$ cat config.mk
export PLATFORM = sky130hd
export DESIGN_NAME = life_like_automaton_row_step_top
export DESIGN_NICKNAME = d
export VERILOG_FILES = /design/src/design/llars_pkg.sv /design/src/design/life_like_automaton_row_step_top.sv /design/src/design/llars_cell.sv /design/src/design/llars_row.sv /design/src/design/llars_queue.sv
export SDC_FILE = /design/constraint.sdc
export NUM_CORES = 2
export LEC_CHECK = 0
export BUFFER_PORTS_ARGS = -buffer_cell sky130_fd_sc_hd__buf_4
export CORE_UTILIZATION = 55
export CTS_BUF_LIST = sky130_fd_sc_hd__clkbuf_16
export DETAILED_ROUTE_END_ITERATION = 12
export PLACE_DENSITY = 0.7
export SLEW_MARGIN = 20
export SYNTH_ARGS = -nofsm -noshare
export SYNTH_HDL_FRONTEND = slang
export SYNTH_HIERARCHICAL = 1
export SYNTH_SLANG_ARGS = --single-unit
$ cat constraint.sdc
create_clock -name clk -period 18.5 [get_ports clk]
set_input_delay 3.7 -clock clk [delete_from_list [all_inputs] [get_ports clk]]
set_output_delay 3.7 -clock clk [all_outputs]
set_load 0.01 [all_outputs]
$ cat src/design/llars_pkg.sv
`timescale 1ns / 1ps
// ----------------------------------------------------------------------------
// llars_pkg
// Shared types and constants for the life-like automaton row step block.
// ----------------------------------------------------------------------------
package llars_pkg;

  localparam int GW_W     = 7;
  localparam int RULE_W   = 4;
  localparam int CFG_W    = 7;
  localparam int CFG_IDX_W = 2;
  localparam int QDEPTH   = 4;
  localparam int QCNT_W   = 3;

  localparam logic [GW_W-1:0]   GRID_WIDTH_RST   = 7'd64;
  localparam logic [RULE_W-1:0] SURVIVE_LOW_RST  = 4'd3;
  localparam logic [RULE_W-1:0] SURVIVE_HIGH_RST = 4'd6;
  localparam logic [RULE_W-1:0] BIRTH_COUNT_RST  = 4'd4;

  typedef enum logic [CFG_IDX_W-1:0] {
    CFG_GRID_WIDTH   = 2'd0,
    CFG_SURVIVE_LOW  = 2'd1,
    CFG_SURVIVE_HIGH = 2'd2,
    CFG_BIRTH_COUNT  = 2'd3
  } cfg_idx_t;

  typedef struct packed {
    logic [RULE_W-1:0] survive_low;
    logic [RULE_W-1:0] survive_high;
    logic [RULE_W-1:0] birth_count;
  } rule_t;

  typedef struct packed {
    logic first;
    logic second;
  } push_t;

endpackage

$ cat src/design/life_like_automaton_row_step_top.sv
`timescale 1ns / 1ps
// each result row is written into a registered output queue when its item is accepted
// throughput: one item per cycle unless stalled, all columns computed by parallel cell lanes
// the last row of a grid yields two results (one if it is the first row), pushed together
// into a four-entry output queue; input stalls only when that queue lacks room for two
// reset: synchronous active low, rules return to 3/6/4, width to 64, no rows held
// ----------------------------------------------------------------------------
// life_like_automaton_row_step_top
// One generation of a life-like automaton over a row-streamed grid.
// ----------------------------------------------------------------------------
module life_like_automaton_row_step_top #(
  parameter int MAX_COLS = 64
) (
  input  logic                            clk,
  input  logic                            rst_n,
  input  logic                            cfg_we,
  input  logic [llars_pkg::CFG_IDX_W-1:0] cfg_idx,
  input  logic [llars_pkg::CFG_W-1:0]     cfg_wdata,
  input  logic                            in_valid,
  output logic                            in_ready,
  input  logic [MAX_COLS-1:0]             in_row,
  input  logic                            in_last_row,
  output logic                            out_valid,
  input  logic                            out_ready,
  output logic [MAX_COLS-1:0]             out_next_row,
  output logic                            out_last
);

  logic [llars_pkg::GW_W-1:0] grid_width_r;
  llars_pkg::rule_t           rule_r;
  logic [MAX_COLS-1:0]        above_r;
  logic [MAX_COLS-1:0]        mid_r;
  logic                       held_r;
  logic [MAX_COLS-1:0]        mask;
  logic [MAX_COLS-1:0]        row_m;
  logic [MAX_COLS-1:0]        a_mid;
  logic [MAX_COLS-1:0]        a_down;
  logic [MAX_COLS-1:0]        row_a;
  logic [MAX_COLS-1:0]        row_b;
  logic                       room2;
  logic                       in_fire;
  llars_pkg::push_t           push;

  for (genvar c = 0; c < MAX_COLS; c++) begin : g_mask
    localparam logic [llars_pkg::GW_W-1:0] ColIdx = (llars_pkg::GW_W)'(c);
    assign mask[c] = (ColIdx < grid_width_r);
  end

  assign in_ready    = room2;
  assign in_fire     = in_valid && in_ready;
  assign row_m       = in_row & mask;
  assign a_mid       = held_r ? mid_r : row_m;
  assign a_down      = held_r ? row_m : '0;
  assign push.first  = in_fire && (held_r || in_last_row);
  assign push.second = in_fire && held_r && in_last_row;

  always_ff @(posedge clk) begin
    if (!rst_n) begin
      grid_width_r <= llars_pkg::GRID_WIDTH_RST;
      rule_r       <= '{survive_low:  llars_pkg::SURVIVE_LOW_RST,
                        survive_high: llars_pkg::SURVIVE_HIGH_RST,
                        birth_count:  llars_pkg::BIRTH_COUNT_RST};
      above_r      <= '0;
      mid_r        <= '0;
      held_r       <= 1'b0;
    end else begin
      if (cfg_we) begin
        case (cfg_idx)
          llars_pkg::CFG_GRID_WIDTH:   grid_width_r        <= cfg_wdata;
          llars_pkg::CFG_SURVIVE_LOW:  rule_r.survive_low  <= cfg_wdata[llars_pkg::RULE_W-1:0];
          llars_pkg::CFG_SURVIVE_HIGH: rule_r.survive_high <= cfg_wdata[llars_pkg::RULE_W-1:0];
          llars_pkg::CFG_BIRTH_COUNT:  rule_r.birth_count  <= cfg_wdata[llars_pkg::RULE_W-1:0];
          default: ;
        endcase
      end
      if (in_fire) begin
        if (in_last_row) begin
          above_r <= '0;
          mid_r   <= '0;
          held_r  <= 1'b0;
        end else begin
          above_r <= mid_r;
          mid_r   <= row_m;
          held_r  <= 1'b1;
        end
      end
    end
  end

  llars_row #(.COLS(MAX_COLS)) u_row_a (
    .up       (above_r),
    .mid      (a_mid),
    .down     (a_down),
    .mask     (mask),
    .rule     (rule_r),
    .next_row (row_a)
  );

  llars_row #(.COLS(MAX_COLS)) u_row_b (
    .up       (mid_r),
    .mid      (row_m),
    .down     ('0),
    .mask     (mask),
    .rule     (rule_r),
    .next_row (row_b)
  );

  llars_queue #(.COLS(MAX_COLS)) u_queue (
    .clk          (clk),
    .rst_n        (rst_n),
    .push         (push),
    .row_a        (row_a),
    .last_a       (!held_r),
    .row_b        (row_b),
    .room2        (room2),
    .out_valid    (out_valid),
    .out_ready    (out_ready),
    .out_next_row (out_next_row),
    .out_last     (out_last)
  );

endmodule

$ cat src/design/llars_cell.sv
`timescale 1ns / 1ps
// ----------------------------------------------------------------------------
// llars_cell
// One cell lane: counts live neighbors and applies the survive/birth rule.
// ----------------------------------------------------------------------------
module llars_cell (
  input  logic [7:0]       nbr,
  input  logic             alive,
  input  llars_pkg::rule_t rule,
  output logic             nxt
);

  logic [llars_pkg::RULE_W-1:0] cnt;

  always_comb begin
    cnt = '0;
    for (int i = 0; i < 8; i++) begin
      cnt = cnt + {{(llars_pkg::RULE_W-1){1'b0}}, nbr[i]};
    end
  end

  assign nxt = alive ? ((cnt >= rule.survive_low) && (cnt <= rule.survive_high))
                     : (cnt == rule.birth_count);

endmodule

$ cat src/design/llars_row.sv
`timescale 1ns / 1ps
// ----------------------------------------------------------------------------
// llars_row
// Row of parallel cell lanes computing the next generation of the middle row.
// ----------------------------------------------------------------------------
module llars_row #(
  parameter int COLS = 64
) (
  input  logic [COLS-1:0]  up,
  input  logic [COLS-1:0]  mid,
  input  logic [COLS-1:0]  down,
  input  logic [COLS-1:0]  mask,
  input  llars_pkg::rule_t rule,
  output logic [COLS-1:0]  next_row
);

  logic [COLS+1:0] up_p;
  logic [COLS+1:0] md_p;
  logic [COLS+1:0] dn_p;

  assign up_p = {1'b0, up & mask, 1'b0};
  assign md_p = {1'b0, mid & mask, 1'b0};
  assign dn_p = {1'b0, down & mask, 1'b0};

  for (genvar c = 0; c < COLS; c++) begin : g_lane
    logic nxt;

    llars_cell u_cell (
      .nbr   ({up_p[c], up_p[c+1], up_p[c+2], md_p[c], md_p[c+2],
               dn_p[c], dn_p[c+1], dn_p[c+2]}),
      .alive (md_p[c+1]),
      .rule  (rule),
      .nxt   (nxt)
    );

    assign next_row[c] = nxt & mask[c];
  end

endmodule

$ cat src/design/llars_queue.sv
`timescale 1ns / 1ps
// ----------------------------------------------------------------------------
// llars_queue
// Merging stage: collects up to two result rows per item into a short queue.
// ----------------------------------------------------------------------------
module llars_queue #(
  parameter int COLS = 64
) (
  input  logic             clk,
  input  logic             rst_n,
  input  llars_pkg::push_t push,
  input  logic [COLS-1:0]  row_a,
  input  logic             last_a,
  input  logic [COLS-1:0]  row_b,
  output logic             room2,
  output logic             out_valid,
  input  logic             out_ready,
  output logic [COLS-1:0]  out_next_row,
  output logic             out_last
);

  localparam int D = llars_pkg::QDEPTH;
  localparam int CW = llars_pkg::QCNT_W;

  logic [COLS-1:0] q_row_r [D];
  logic [COLS-1:0] q_row_nxt [D];
  logic [D-1:0]    q_last_r;
  logic [D-1:0]    q_last_nxt;
  logic [CW-1:0]   cnt_r;
  logic [CW-1:0]   cnt_nxt;
  logic [CW-1:0]   base;
  logic            pop;

  assign out_valid    = (cnt_r != '0);
  assign out_next_row = q_row_r[0];
  assign out_last     = q_last_r[0];
  assign room2        = (cnt_r <= CW'(D - 2));
  assign pop          = out_valid && out_ready;
  assign base         = cnt_r - {{(CW-1){1'b0}}, pop};

  always_comb begin
    for (int i = 0; i < D; i++) begin
      if (pop && (i < D - 1)) begin
        q_row_nxt[i]  = q_row_r[(i < D - 1) ? i + 1 : i];
        q_last_nxt[i] = q_last_r[(i < D - 1) ? i + 1 : i];
      end else begin
        q_row_nxt[i]  = q_row_r[i];
        q_last_nxt[i] = q_last_r[i];
      end
      if (push.first && (base == CW'(i))) begin
        q_row_nxt[i]  = row_a;
        q_last_nxt[i] = last_a;
      end
      if (push.second && ((base + CW'(1)) == CW'(i))) begin
        q_row_nxt[i]  = row_b;
        q_last_nxt[i] = 1'b1;
      end
    end
    cnt_nxt = base + {{(CW-1){1'b0}}, push.first} + {{(CW-1){1'b0}}, push.second};
  end

  always_ff @(posedge clk) begin
    if (!rst_n) begin
      cnt_r <= '0;
    end else begin
      cnt_r <= cnt_nxt;
    end
  end

  always_ff @(posedge clk) begin
    q_row_r  <= q_row_nxt;
    q_last_r <= q_last_nxt;
  end

`ifndef NO_ASSERTIONS
  a_cnt_bound: assert property (@(posedge clk) disable iff (!rst_n)
    cnt_r <= CW'(D))
    else $error("queue count above depth");

  a_push_order: assert property (@(posedge clk) disable iff (!rst_n)
    push.second |-> push.first)
    else $error("second result without first");

  a_no_overflow: assert property (@(posedge clk) disable iff (!rst_n)
    push.first |-> room2)
    else $error("item pushed without room for two results");

  a_cnt_track: assert property (@(posedge clk) disable iff (!rst_n)
    (cnt_r == '0) && !push.first |=> (cnt_r == '0))
    else $error("queue count moved without a push");
`endif

endmodule
==> out/results.ini <==
[finish]
drive_above_1_share_pct=9.70
stdcell_count=12100
fin_nets=12100
fin_area_mm2=0.0879
post-route-util_pct=58.7
synthToLayoutAreaGrowth_pct=6.08
fillers=13300

[drt]
viasPerCell=5.82
routedWlPerCell_um=22.3
vias=70600
firstDrtPassIters=7
drtIter0Drc=6282
remaining_drc_errors=0
routed_wl_mm=271
ant_nets=0

[placement]
dp_slack_ns=9.34
dpl.hpwl_mm=183
routabilityCongestion=0.931
portBuffers=145
dp_cells=12000
placed_area_mm2=0.0860

[critical_path]
cp-start-kind=primary input
slowest_delay_ns=0.85
slowest_stage=o21ai_1
end_kind=register
worstPathArrival_ns=9.06
cp.required_ns=18.94
reg2reg_depth=22
path_max_fanout=4
criticalPathCategory=primary input to register
path_cells=buf_4, nand3_1, o21ai_1, mux2_2, and2_1, inv_1, fa_1, fa_1, fa_1, inv_1, ha_1, inv_1, fa_1, inv_1, ha_1, a211oi_1, o21bai_1, a32o_1, and2_1, mux2_4

[cts]
cts_resized=0
cts_max_level=2
clock_path_buffers=3
cts_root_buf=clkbuf_16
numCtsBuffers=57
cts.clk_slew.worst_paths_ns=0.06
tritoncts=built
worstSkewPairLatency_ns=0.69
holdBufCountCts=0
cts_setup_buffers=0
clock-sinks=411

[logic_synthesis]
post_synth.cell_area_avg_um2=8.31
async_flop_share_pct=0
syn_area_mm2=0.0829
dominantRegCellSynth=edfxtp_1
netlist.area_leader.share_pct=21.3
yosysTopAreaCell=ha_1
synthTopCellsByCount=2846 x inv_1, 1411 x ha_1, 651 x nand2_1
yosysSeqAreaShare_pct=13.0
yosysWarnings=6
synth_cell_types=88
yosys-top-cells-area=ha_1 21%, inv_1 13%, fa_1 12%
synth_edf_count=256
syn_inst=9977
ys_ff_latch=411
synth_most_common_cell=inv_1

[sta]
fin_worst_skew_ns=0.0234
finalSetupTns_ns=0
tightest_slew_ns=1.24
rsz0062_at_grt=false
fin_ws_ns=9.89
period_share_pct=46.6
relSlewSlack_pct=17.1
setup_violations=0
slew_viol_final=0
finalHoldViolCount=0
fmax_mhz=116
whs_ns=0.458
finalCriticalPeriod_ns=8.61

[pwr]
swShare_pct=48.4
p_clk_share_pct=14.9
power_mw=7.92
pwr-share-seq_pct=18.0
p_leak_nw=43.9
irDropWorstVdd_mv=0.101
p_per_area_mw_per_mm2=90.0
power_frac_comb_pct=67.1
switchingPower_mw=3.83
p_int_mw=4.08

[grt]
grt_pass1_vias=72100
grt_usage_pct=35.1
antenna_found_initial=14
grt_max_degree=98
overflow=0
grt_pass1_wl_mm=413

[die]
dieArea_mm2=0.152
core-area_mm2=0.150
die_y_um=390
io-pin-count=146
row_count=142
initial_utilization_pct=55.3
die_w_um=390

[worst_hold_path]
hold_path.class=register to register
hold_path_depth=2

[run]
timing.max_cap.violations=0

[run_status]
status=finished clean

[worst max-delay path, delay by kind of cell]
family                     cells  cell delay (ns)
AOI/OAI and AO/OA              4             1.50
adders and majority gates      6             2.39
buffers and inverters          5             0.39
muxes                          2             0.56
and+or+nand+nor                3             0.51
[cell families after synthesis]
family          count (synthesis)  share of synthesized area [%]
other cells                     3                         0.0136
xor+xnor                      578                           7.85
fa+ha+maj                    1924                           33.7
compound gates               1563                           13.7
simple gates                 2272                           15.4
buf+inv                      3124                           14.9
flops                         411                           13.0
mux                           102                           1.51
[metal layers]
layer,vias up,track usage (%),share of wire [%]
met3,847,6.54,9.3
met4,4,18.5,5.8
li1,32200,-,-
met2,3431,57.4,45
met1,34200,43.8,40
met5,-,0,0.011
[registers in the layout, summed over array words and instances (netlist names)]
| name | cells |
|---|---|
| held_r | 1 |
| rule_r | 12 |
| u_queue/cnt_r | 3 |
| above_r | 64 |
| mid_r | 64 |
| u_queue/out_next_row | 64 |
| grid_width_r | 7 |
| u_queue/q_last_r | 4 |
| u_queue/q_row_r | 192 |
[layout by cell type, fill, tap and decap left out, types with 15 or more instances in the layout]
cell          n
a211oi_1    192
a21boi_0     66
a21oi_1     211
a32o_1      134
and2_1      608
buf_4       223
clkbuf_16    61
conb_1       76
dfxtp_1     137
edfxtp_1    256
fa_1        513
ha_1       1411
inv_1      2859
mux2_2       41
mux2_4       35
mux2i_1      22
nand2_1     649
nand2b_1    131
nand3_1     265
nand3b_1     67
nand4_1      65
nor2_1      152
nor2b_1      21
nor2b_2     128
nor3_1       65
nor4_2       64
o211ai_1    136
o211ai_2    121
o21a_1       66
o21ai_0     274
o21ai_1      24
o21bai_1    128
o22ai_1     128
o31ai_1      15
xnor2_1     256
xnor2_2     128
xor2_1      129
xor2_2       64
[power by group through the flow]
stage / Clock, mW / Sequential, mW / Combinational (mW)
finish: 1.18 / 1.42 / 5.31
global route: 1.22 / 1.44 / 5.82
CTS: 1.19 / 1.42 / 5.16
detailed placement: 0 / 1.44 / 5.13
global placement: 0 / 1.44 / 4.90
floorplan: 0 / 1.41 / 3.87
[cell type report]
class / count / area (µm²) / share of cell area (%)
diodes: 8 / 20.0 / 0.0228
well taps: 2016 / 2520 / 2.87
clock buffers: 61 / 1530 / 1.74
inverters: 2849 / 10700 / 12.2
clock inverters: 47 / 369 / 0.420
multi-input cells: 6515 / 60200 / 68.5
flip-flops and latches: 411 / 10800 / 12.3
repair buffers: 227 / 1750 / 1.99
[final timing paths]
kind | from | to | slack, ns
worst max-delay path | in_row[61] | u_queue/q_row_r[60]$_DFFE_PP_ | 9.89
worst max register to register | grid_width_r[1]$_SDFFE_PN0P_ | u_queue/q_row_r[175]$_DFFE_PP_ | 11.16
worst min-delay path | above_r[2]$_SDFFE_PN0N_ | above_r[2]$_SDFFE_PN0N_ | 0.46
worst min register to register | above_r[2]$_SDFFE_PN0N_ | above_r[2]$_SDFFE_PN0N_ | 0.46
(Power assumes the default switching activity.)
